--- src/rtl/imu_fp_pkg.sv ---
`timescale 1ns / 1ps
package imu_fp_pkg;

  typedef enum logic [3:0] {
    PH_IDLE, PH_B1, PH_B2, PH_LENL, PH_LENH, PH_CRCL, PH_CRCH, PH_PAY, PH_DONE, PH_BAD
  } phase_t;

  localparam logic [7:0]  SYNC_A      = 8'h5A;
  localparam logic [7:0]  SYNC_B      = 8'hA5;
  localparam logic [15:0] CRC_POLY    = 16'h1021;
  localparam logic [7:0]  ID_SKIP     = 8'h90;
  localparam logic [7:0]  ID_ACCEL    = 8'hA0;
  localparam logic [7:0]  ID_RATE     = 8'hB0;
  localparam logic [7:0]  ID_MAGNET   = 8'hC0;
  localparam logic [7:0]  ID_ATTITUDE = 8'hD0;
  localparam logic [7:0]  ID_NONE     = 8'h00;
  localparam logic [3:0]  ALL_SEEN    = 4'hF;
  localparam logic [16:0] ANGLE_BIAS  = 17'd1800;
  localparam logic [16:0] YAW_BASE    = 17'd3600;
  localparam logic [33:0] DIV10_MUL   = 34'd52429;
  localparam int          DIV10_SHIFT = 19;
  localparam logic [2:0]  REC_BYTES   = 3'd6;

  localparam logic [1:0] RUN_PARSING = 2'd0;
  localparam logic [1:0] RUN_ALLSEEN = 2'd1;
  localparam logic [1:0] RUN_UNKNOWN = 2'd2;

  localparam logic [2:0] KIND_STATUS = 3'd4;

  localparam logic [2:0] ST_OK         = 3'd0;
  localparam logic [2:0] ST_NO_FRAME   = 3'd1;
  localparam logic [2:0] ST_CRC_BAD    = 3'd2;
  localparam logic [2:0] ST_INCOMPLETE = 3'd3;
  localparam logic [2:0] ST_UNKNOWN_ID = 3'd4;

  typedef struct packed {
    logic [3:0]             mask;
    logic [2:0]             status;
    logic [3:0][2:0][16:0]  hold;
  } frame_result_t;

  function automatic logic [15:0] crc_byte(logic [15:0] c, logic [7:0] b);
    logic [15:0] r;
    r = c ^ {b, 8'h00};
    for (int i = 0; i < 8; i++) begin
      r = r[15] ? ((r << 1) ^ CRC_POLY) : (r << 1);
    end
    return r;
  endfunction

  // truncating divide by ten, then bias
  function automatic logic [16:0] angle_conv(logic [15:0] v);
    logic [16:0] mag;
    logic [33:0] prod;
    logic [16:0] q;
    mag  = v[15] ? (17'd0 - {v[15], v}) : {1'b0, v};
    prod = 34'(mag) * DIV10_MUL;
    q    = 17'(prod >> DIV10_SHIFT);
    return (v[15] ? (17'd0 - q) : q) + ANGLE_BIAS;
  endfunction

endpackage

--- src/rtl/imu_fp_parse.sv ---
`timescale 1ns / 1ps
module imu_fp_parse (
  input  logic                         clk,
  input  logic                         rst,
  input  logic                         take,
  input  logic [7:0]                   data_byte,
  input  logic                         burst_start,
  input  logic                         burst_end,
  output logic                         res_valid,
  output imu_fp_pkg::frame_result_t    res
);

  imu_fp_pkg::phase_t phase, phase_next;
  logic [15:0] byte_counter, byte_counter_next;
  logic [15:0] payload_length, payload_length_next;
  logic [15:0] crc_accum, crc_accum_next;
  logic [15:0] crc_received, crc_received_next;
  logic [47:0] record_stage, record_stage_next;
  logic [7:0]  record_code, record_code_next;
  logic [2:0]  record_offset, record_offset_next;
  logic [3:0]  seen_mask, seen_mask_next;
  logic [1:0]  parse_stopped, parse_stopped_next;
  logic [3:0][2:0][16:0] hold, hold_next;

  always_comb begin
    logic active;
    logic [1:0] kind;
    phase_next          = phase;
    byte_counter_next   = byte_counter;
    payload_length_next = payload_length;
    crc_accum_next      = crc_accum;
    crc_received_next   = crc_received;
    record_stage_next   = record_stage;
    record_code_next    = record_code;
    record_offset_next  = record_offset;
    seen_mask_next      = seen_mask;
    parse_stopped_next  = parse_stopped;
    hold_next           = hold;
    res_valid           = 1'b0;
    res                 = '0;
    active              = 1'b0;
    kind                = 2'd0;
    if (take) begin
      if (burst_start) begin
        active              = 1'b1;
        byte_counter_next   = '0;
        payload_length_next = '0;
        crc_received_next   = '0;
        record_stage_next   = '0;
        record_code_next    = imu_fp_pkg::ID_NONE;
        record_offset_next  = '0;
        seen_mask_next      = '0;
        parse_stopped_next  = imu_fp_pkg::RUN_PARSING;
        if (data_byte == imu_fp_pkg::SYNC_A) begin
          crc_accum_next = imu_fp_pkg::crc_byte(16'h0000, data_byte);
          phase_next     = imu_fp_pkg::PH_B1;
        end else begin
          crc_accum_next = '0;
          phase_next     = imu_fp_pkg::PH_BAD;
        end
      end else if (phase != imu_fp_pkg::PH_IDLE) begin
        active = 1'b1;
        case (phase)
          imu_fp_pkg::PH_B1: begin
            if (data_byte == imu_fp_pkg::SYNC_B) begin
              crc_accum_next = imu_fp_pkg::crc_byte(crc_accum, data_byte);
              phase_next     = imu_fp_pkg::PH_LENL;
            end else if (data_byte == imu_fp_pkg::SYNC_A) begin
              phase_next = imu_fp_pkg::PH_B2;
            end else begin
              phase_next = imu_fp_pkg::PH_BAD;
            end
          end
          imu_fp_pkg::PH_B2: begin
            if (data_byte == imu_fp_pkg::SYNC_B) begin
              crc_accum_next = imu_fp_pkg::crc_byte(crc_accum, data_byte);
              phase_next     = imu_fp_pkg::PH_LENL;
            end else begin
              phase_next = imu_fp_pkg::PH_BAD;
            end
          end
          imu_fp_pkg::PH_LENL: begin
            crc_accum_next      = imu_fp_pkg::crc_byte(crc_accum, data_byte);
            payload_length_next = {8'h00, data_byte};
            phase_next          = imu_fp_pkg::PH_LENH;
          end
          imu_fp_pkg::PH_LENH: begin
            crc_accum_next      = imu_fp_pkg::crc_byte(crc_accum, data_byte);
            payload_length_next = {data_byte, payload_length[7:0]};
            phase_next          = imu_fp_pkg::PH_CRCL;
          end
          imu_fp_pkg::PH_CRCL: begin
            crc_received_next = {8'h00, data_byte};
            phase_next        = imu_fp_pkg::PH_CRCH;
          end
          imu_fp_pkg::PH_CRCH: begin
            crc_received_next = {data_byte, crc_received[7:0]};
            phase_next = (payload_length == 16'd0) ? imu_fp_pkg::PH_DONE
                                                   : imu_fp_pkg::PH_PAY;
          end
          imu_fp_pkg::PH_PAY: begin
            crc_accum_next    = imu_fp_pkg::crc_byte(crc_accum, data_byte);
            byte_counter_next = byte_counter + 16'd1;
            if (byte_counter_next >= payload_length) phase_next = imu_fp_pkg::PH_DONE;
            if (parse_stopped == imu_fp_pkg::RUN_PARSING) begin
              if (record_code == imu_fp_pkg::ID_NONE) begin
                if (data_byte inside {imu_fp_pkg::ID_SKIP, imu_fp_pkg::ID_ACCEL,
                                      imu_fp_pkg::ID_RATE, imu_fp_pkg::ID_MAGNET,
                                      imu_fp_pkg::ID_ATTITUDE}) begin
                  record_code_next   = data_byte;
                  record_offset_next = '0;
                  record_stage_next  = '0;
                end else begin
                  parse_stopped_next = imu_fp_pkg::RUN_UNKNOWN;
                end
              end else if (record_code == imu_fp_pkg::ID_SKIP) begin
                record_code_next = imu_fp_pkg::ID_NONE;
              end else begin
                record_stage_next[{record_offset, 3'b000} +: 8] = data_byte;
                record_offset_next = record_offset + 3'd1;
                if (record_offset_next >= imu_fp_pkg::REC_BYTES) begin
                  case (record_code)
                    imu_fp_pkg::ID_ACCEL:  kind = 2'd0;
                    imu_fp_pkg::ID_RATE:   kind = 2'd1;
                    imu_fp_pkg::ID_MAGNET: kind = 2'd2;
                    default:               kind = 2'd3;
                  endcase
                  if (kind == 2'd3) begin
                    hold_next[3][0] = imu_fp_pkg::angle_conv(record_stage_next[15:0]);
                    hold_next[3][1] = imu_fp_pkg::angle_conv(record_stage_next[31:16]);
                    hold_next[3][2] = imu_fp_pkg::YAW_BASE
                                      - {record_stage_next[47], record_stage_next[47:32]};
                  end else begin
                    hold_next[kind][0] = {record_stage_next[15], record_stage_next[15:0]};
                    hold_next[kind][1] = {record_stage_next[31], record_stage_next[31:16]};
                    hold_next[kind][2] = {record_stage_next[47], record_stage_next[47:32]};
                  end
                  seen_mask_next = seen_mask | (4'b0001 << kind);
                  if (seen_mask_next == imu_fp_pkg::ALL_SEEN)
                    parse_stopped_next = imu_fp_pkg::RUN_ALLSEEN;
                  record_code_next   = imu_fp_pkg::ID_NONE;
                  record_offset_next = '0;
                  record_stage_next  = '0;
                end
              end
            end
          end
          default: ;
        endcase
      end

      if (active && burst_end) begin
        res_valid = 1'b1;
        res.hold  = hold_next;
        if (phase_next != imu_fp_pkg::PH_DONE) begin
          res.status = imu_fp_pkg::ST_NO_FRAME;
        end else if (crc_accum_next != crc_received_next) begin
          res.status = imu_fp_pkg::ST_CRC_BAD;
        end else begin
          res.mask = seen_mask_next;
          if (parse_stopped_next == imu_fp_pkg::RUN_UNKNOWN)
            res.status = imu_fp_pkg::ST_UNKNOWN_ID;
          else if (parse_stopped_next == imu_fp_pkg::RUN_ALLSEEN)
            res.status = imu_fp_pkg::ST_OK;
          else
            res.status = imu_fp_pkg::ST_INCOMPLETE;
        end
        // close the frame, keep the holds
        phase_next          = imu_fp_pkg::PH_IDLE;
        byte_counter_next   = '0;
        payload_length_next = '0;
        crc_accum_next      = '0;
        crc_received_next   = '0;
        record_stage_next   = '0;
        record_code_next    = imu_fp_pkg::ID_NONE;
        record_offset_next  = '0;
        seen_mask_next      = '0;
        parse_stopped_next  = imu_fp_pkg::RUN_PARSING;
      end
    end
  end

  always_ff @(posedge clk) begin
    if (rst) begin
      phase          <= imu_fp_pkg::PH_IDLE;
      byte_counter   <= '0;
      payload_length <= '0;
      crc_accum      <= '0;
      crc_received   <= '0;
      record_stage   <= '0;
      record_code    <= imu_fp_pkg::ID_NONE;
      record_offset  <= '0;
      seen_mask      <= '0;
      parse_stopped  <= imu_fp_pkg::RUN_PARSING;
      hold           <= '0;
    end else begin
      phase          <= phase_next;
      byte_counter   <= byte_counter_next;
      payload_length <= payload_length_next;
      crc_accum      <= crc_accum_next;
      crc_received   <= crc_received_next;
      record_stage   <= record_stage_next;
      record_code    <= record_code_next;
      record_offset  <= record_offset_next;
      seen_mask      <= seen_mask_next;
      parse_stopped  <= parse_stopped_next;
      hold           <= hold_next;
    end
  end

endmodule

--- src/rtl/imu_fp_emit.sv ---
`timescale 1ns / 1ps
module imu_fp_emit (
  input  logic                       clk,
  input  logic                       rst,
  input  logic                       load,
  input  imu_fp_pkg::frame_result_t  res,
  output logic                       free,
  output logic                       m_tvalid,
  input  logic                       m_tready,
  output logic [63:0]                m_tdata,
  output logic                       m_tlast
);

  logic busy;
  logic [3:0] mask;
  logic [2:0] status;
  logic [3:0][2:0][16:0] hold;
  logic [1:0] kind;
  logic [2:0] item_kind;
  logic [16:0] vx, vy, vz;
  logic [2:0] item_status;
  logic done;

  always_comb begin
    kind = 2'd0;
    for (int k = 3; k >= 0; k--) begin
      if (mask[k]) kind = 2'(k);
    end
    if (mask != 4'd0) begin
      item_kind   = {1'b0, kind};
      vx          = hold[kind][0];
      vy          = hold[kind][1];
      vz          = hold[kind][2];
      item_status = imu_fp_pkg::ST_OK;
    end else begin
      item_kind   = imu_fp_pkg::KIND_STATUS;
      vx          = '0;
      vy          = '0;
      vz          = '0;
      item_status = status;
    end
  end

  assign m_tvalid = busy;
  assign m_tlast  = (mask == 4'd0);
  assign m_tdata  = {7'd0, item_status, vz, vy, vx, item_kind};
  assign done     = busy && m_tready && (mask == 4'd0);
  assign free     = !busy || done;

  always_ff @(posedge clk) begin
    if (rst) begin
      busy <= 1'b0;
      mask <= '0;
    end else if (load && free) begin
      busy <= 1'b1;
      mask <= res.mask;
    end else if (busy && m_tready) begin
      // drop the record just sent, or finish on the status transfer
      if (mask == 4'd0) busy <= 1'b0;
      else mask <= mask & ~(4'b0001 << kind);
    end
  end

  always_ff @(posedge clk) begin
    if (load && free) begin
      status <= res.status;
      hold   <= res.hold;
    end
  end

  a_rst_idle: assert property (@(posedge clk) rst |=> !m_tvalid)
    else $error("output valid after reset");
  a_rec_not_last: assert property (@(posedge clk) disable iff (rst)
    (m_tvalid && item_kind != imu_fp_pkg::KIND_STATUS) |-> !m_tlast)
    else $error("record marked last");
  a_done_clears: assert property (@(posedge clk) disable iff (rst)
    (done && !load) |=> !m_tvalid)
    else $error("valid after final transfer");
  a_rec_ok: assert property (@(posedge clk) disable iff (rst)
    (m_tvalid && !m_tlast) |-> (item_status == imu_fp_pkg::ST_OK))
    else $error("record with nonzero status");

endmodule

--- src/rtl/imu_frame_parser.sv ---
`timescale 1ns / 1ps
// Frame parser for an inertial sensor byte stream. Takes one byte per cycle;
// a burst opens on tuser and closes on tlast. Each burst gets, at its
// closing byte, the records completed in the frame (whole frame with good
// CRC only, kind order) and then one status transfer with tlast set.
// A closing byte is taken only once the previous frame's results have all
// left, so a burst end waits while up to five result items still go out; all
// other bytes go through at one per cycle. The result register set is loaded
// by the closing byte's transfer and offers the first result in the next cycle.
module imu_frame_parser (
  input  logic        clk,
  input  logic        rst,
  input  logic        s_tvalid,
  output logic        s_tready,
  input  logic [7:0]  s_tdata,  // [7:0] data_byte
  input  logic        s_tuser,  // [0] burst_start
  input  logic        s_tlast,  // burst_end
  output logic        m_tvalid,
  input  logic        m_tready,
  // [2:0] record_kind, [19:3] value_x, [36:20] value_y, [53:37] value_z,
  // [56:54] frame_status, [63:57] zero
  output logic [63:0] m_tdata,
  output logic        m_tlast   // last
);

  logic free;
  logic res_valid;
  imu_fp_pkg::frame_result_t res;

  // hold only a closing byte while results are still going out
  assign s_tready = free || !s_tlast;

  imu_fp_parse u_parse (
    .clk         (clk),
    .rst         (rst),
    .take        (s_tvalid && s_tready),
    .data_byte   (s_tdata),
    .burst_start (s_tuser),
    .burst_end   (s_tlast),
    .res_valid   (res_valid),
    .res         (res)
  );

  imu_fp_emit u_emit (
    .clk      (clk),
    .rst      (rst),
    .load     (res_valid),
    .res      (res),
    .free     (free),
    .m_tvalid (m_tvalid),
    .m_tready (m_tready),
    .m_tdata  (m_tdata),
    .m_tlast  (m_tlast)
  );

endmodule

--- config.mk ---
export PLATFORM = sky130hd
export DESIGN_NAME = imu_frame_parser
export DESIGN_NICKNAME = d
export VERILOG_FILES = /design/src/rtl/imu_fp_pkg.sv /design/src/rtl/imu_fp_parse.sv /design/src/rtl/imu_fp_emit.sv /design/src/rtl/imu_frame_parser.sv
export SDC_FILE = /design/constraint.sdc
export NUM_CORES = 2
export LEC_CHECK = 0
export ABC_CLOCK_PERIOD_IN_PS = 9800
export BUFFER_PORTS_ARGS = -buffer_cell sky130_fd_sc_hd__buf_4
export CORE_MARGIN = 2
export CORE_UTILIZATION = 60
export CTS_BUF_LIST = sky130_fd_sc_hd__clkbuf_2 sky130_fd_sc_hd__clkbuf_4 sky130_fd_sc_hd__clkbuf_8
export DETAILED_ROUTE_END_ITERATION = 7
export GPL_TIMING_DRIVEN = 0
export PLACE_DENSITY = 0.8
export SETUP_SLACK_MARGIN = 0.05
export SLEW_MARGIN = 10
export SYNTH_ARGS = -nofsm -noshare
export SYNTH_HDL_FRONTEND = slang
export SYNTH_SLANG_ARGS = --single-unit
--- constraint.sdc ---
create_clock -name clk -period 9.8 [get_ports clk]
set_input_delay 0.49 -clock clk [delete_from_list [all_inputs] [get_ports clk]]
set_output_delay 0.49 -clock clk [all_outputs]
set_load 0.02 [all_outputs]
==> metrics.yaml <==
yosysUniqueCellTypes: 98
synthFlopType: "dfxtp_1"
cts_buffers: 85
timing_hold_violations_final: 0
grt_first_pass_wirelength_um: 193600
min_period_ns: 10.92
synth-seq-cells: 549
outcome: "complete, but fails checks"
postSynthAreaPerCell_um2: 8.501
initial_core_util_pct: 60.97
globalRouteTotalUtil_pct: 37.79
use_met1_pct: 48.66
slew_headroom_pct: 16.09
use_met3_pct: 8.206
gp_congestion: 1.033
fillers: 4540
overflow: 0
fin_util_pct: 71.81
stdcell_count: 5792
synth_area_leader_cell: "dfxtp_1"
antenna_found_initial: 5
path_max_fanout: 6
clock-skew-final_ns: 0.03848
worstSetupPathType: "flop to flop"
cts_root_buf: "clkbuf_8"
cpMaxStageDelayCell: "nor4_1"
rows: 92
ir_drop_mv: 0.1175
setup_viol: 34
seq_area_frac_synth_pct: 33.84
multi_input_area_mm2: 0.02473
portBuffers: 68
viasPerCell: 6.438
seqCellArea_mm2: 0.01307
final_nets: 5350
ios: 81
placedCellCount: 5480
dp_hpwl_um: 94880
drt_first_pass_iters: 8
cp.arrival_ns: 11.36
wirelength_um: 138100
final.setup.worst_slack_ns: -1.117
die_x_um: 257.6
grt_max_degree: 67
slew_violations: 0
violations: "design-rule violations, negative setup slack"
die_h_um: 257.6
critical_path_required_ns: 10.24
clock_path_buffers: 3
synth_area_mm2: 0.03860
path_buf_inv: 9
grt.busiest_layer: "met2"
hp-class: "input pin to flop"
async_flop_share_pct: 0
rsz0062_at_grt: "true"
p_leak_uw: 0.01824
fin_crit_sh_pct: 111.4
cap_violations: 0
vias: 37290
postSynthCellCount: 4541
grt_pass1_vias: 33848
max_stage_delay_ns: 0.68
cts_sinks: 549
worstSetupStartpointType: "flop"
dieArea_mm2: 0.06638
antenna_left: 0
yosysWarnings: 0
synth-edff-count: 207
cts_hold_buf: 0
layout-drive-gt1-share_pct: 14.44
groute.layer.met2.usage_pct: 58.36
tightest_slew_ns: 1.253
cts_tree: "yes"
dpl_worst_slack_ns: -2.213
cp-end-kind: "flop"
clkLatencyLatePin_ns: 0.73
drc: 29
drtIter0Drc: 5478
syn_to_final_growth_pct: 17.79
core_area_mm2: 0.06331
synth_top_area_share_pct: 17.74
wl_per_cell_um: 23.85
synth_area_leaders: "dfxtp_1 18%, edfxtp_1 16%, ha_1 9.6%"
cp_top_family: "adder cells"
pwr_density_cell_mw_per_mm2: 140.2
fmax_mhz: 91.60
htree_levels: 3
clkTransAtPathRegs_ns: 0.07
==> flip-flops by register name, summed over array words and instances, names as in the netlist <==
name	count
u_parse.record_stage	48
u_emit.status	3
u_parse.seen_mask	4
u_emit.mask	4
u_parse.hold	204
u_parse.crc_accum	16
u_parse.byte_counter	16
u_parse.parse_stopped	2
u_emit.hold	204
u_parse.record_code	8
u_parse.phase	4
u_parse.crc_received	16
u_parse.payload_length	16
u_emit.m_tvalid	1
u_parse.record_offset	3
==> metrics by stage <==
stage / setup TNS (ns) / power [uW] / hold slack [ns] / area (um^2)
5_1_grt: -21.79 / 6579 / 0.1623 / 45470
6_report: -19.40 / 6376 / 0.1136 / 45470
2_1_floorplan: 0 / 3505 / 0.4285 / 38790
3_3_place_gp: -810.41 / 3889 / 0.4349 / 40360
4_1_cts: 0 / 5978 / 0.1137 / 43700
3_5_place_dp: -95.18 / 3909 / 0.4435 / 40460
==> power breakdown <==
part | leakage (uW) | switching, uW | total, uW | internal, uW
clock network | 0.000947 | 981 | 2080 | 1100
registers | 0.00490 | 10.8 | 2390 | 2380
logic | 0.0124 | 1210 | 1900 | 696
==> cells in the final DEF (no fill, tap or decap), types with 121 or more instances in the layout <==
cell	netlist	final
nor2_1	599	588
edfxtp_1	207	207
nand2_1	455	442
dfxtp_1	342	339
a211oi_1	173	163
buf_4	11	222
a21oi_1	441	415
fa_1	170	164
ha_1	296	256
inv_1	438	420
o21ai_0	137	121
clkbuf_1	259	233
==> timing repair <==
action | CTS | global route
pin swaps | 53 | 128
endpoints found under the hold margin | 0 | 0
cloned | 1 | 0
buffers inserted | 67 | 89
endpoints found under the setup margin | 65 | 50
gates resized for setup | 187 | 238
==> routing by layer <==
metal	up-vias	wire, um
met5	-	60
met3	852	17650
met2	2764	59320
met1	17411	49220
met4	6	11870
li1	16257	-
==> cell families (layout without fill, tap and decap cells) <==
kind of cell	count (synthesis)	in the layout	share of synthesized area, %
AND/OR/NAND/NOR	1439	1439	16.29
AO/OA/AOI/OAI	1103	1103	18.23
buffers and inverters	733	1114	7.290
flip-flops	549	549	33.84
adder cells (fa/ha/maj)	466	466	18.41
XOR/XNOR	189	189	4.308
multiplexers	60	60	1.608
other	2	26	0.01946
==> layout make-up <==
type	count	share of cell area [%]
antenna	3	0.01651
inverter	438	3.652
multi-input combinational	3280	54.40
buffer	288	2.865
timing repair buffer	228	4.012
tap	846	2.328
clock inverter	43	0.8036
sequential	549	28.76
clock buffer	117	3.170
==> synth_stat cells, types with 51 or more instances <==
cell and n:
nor3_1 72, o21ai_0 137, clkbuf_1 259, nand3_1 103
ha_1 296, nor2_1 599, inv_1 438, xor2_1 77
a211oi_1 173, dfxtp_1 342, o21a_1 51, a21oi_1 441
nand2_1 455, a22oi_1 89, edfxtp_1 207, xnor2_1 111
fa_1 170, mux2i_1 53
==> worst min-delay path: stages <==
cell	delay [ns]
buf_4	0.12
or4_1	0.11
nand3_1	0.05
==> path summary, 6_finish.rpt <==
path                                          startpoint                  endpoint  slack [ns]  cells after the start
worst max-delay path            u_parse.record_offset[1]          u_emit.hold[182]       -1.12                     43
worst min-delay path                                 rst         u_parse.hold[165]        0.11                      3
worst max register to register  u_parse.record_offset[1]          u_emit.hold[182]       -1.12                     43
worst min register to register  u_parse.crc_received[10]  u_parse.crc_received[10]        0.45                      2
Note: power is estimated with default switching activity, not from simulation.
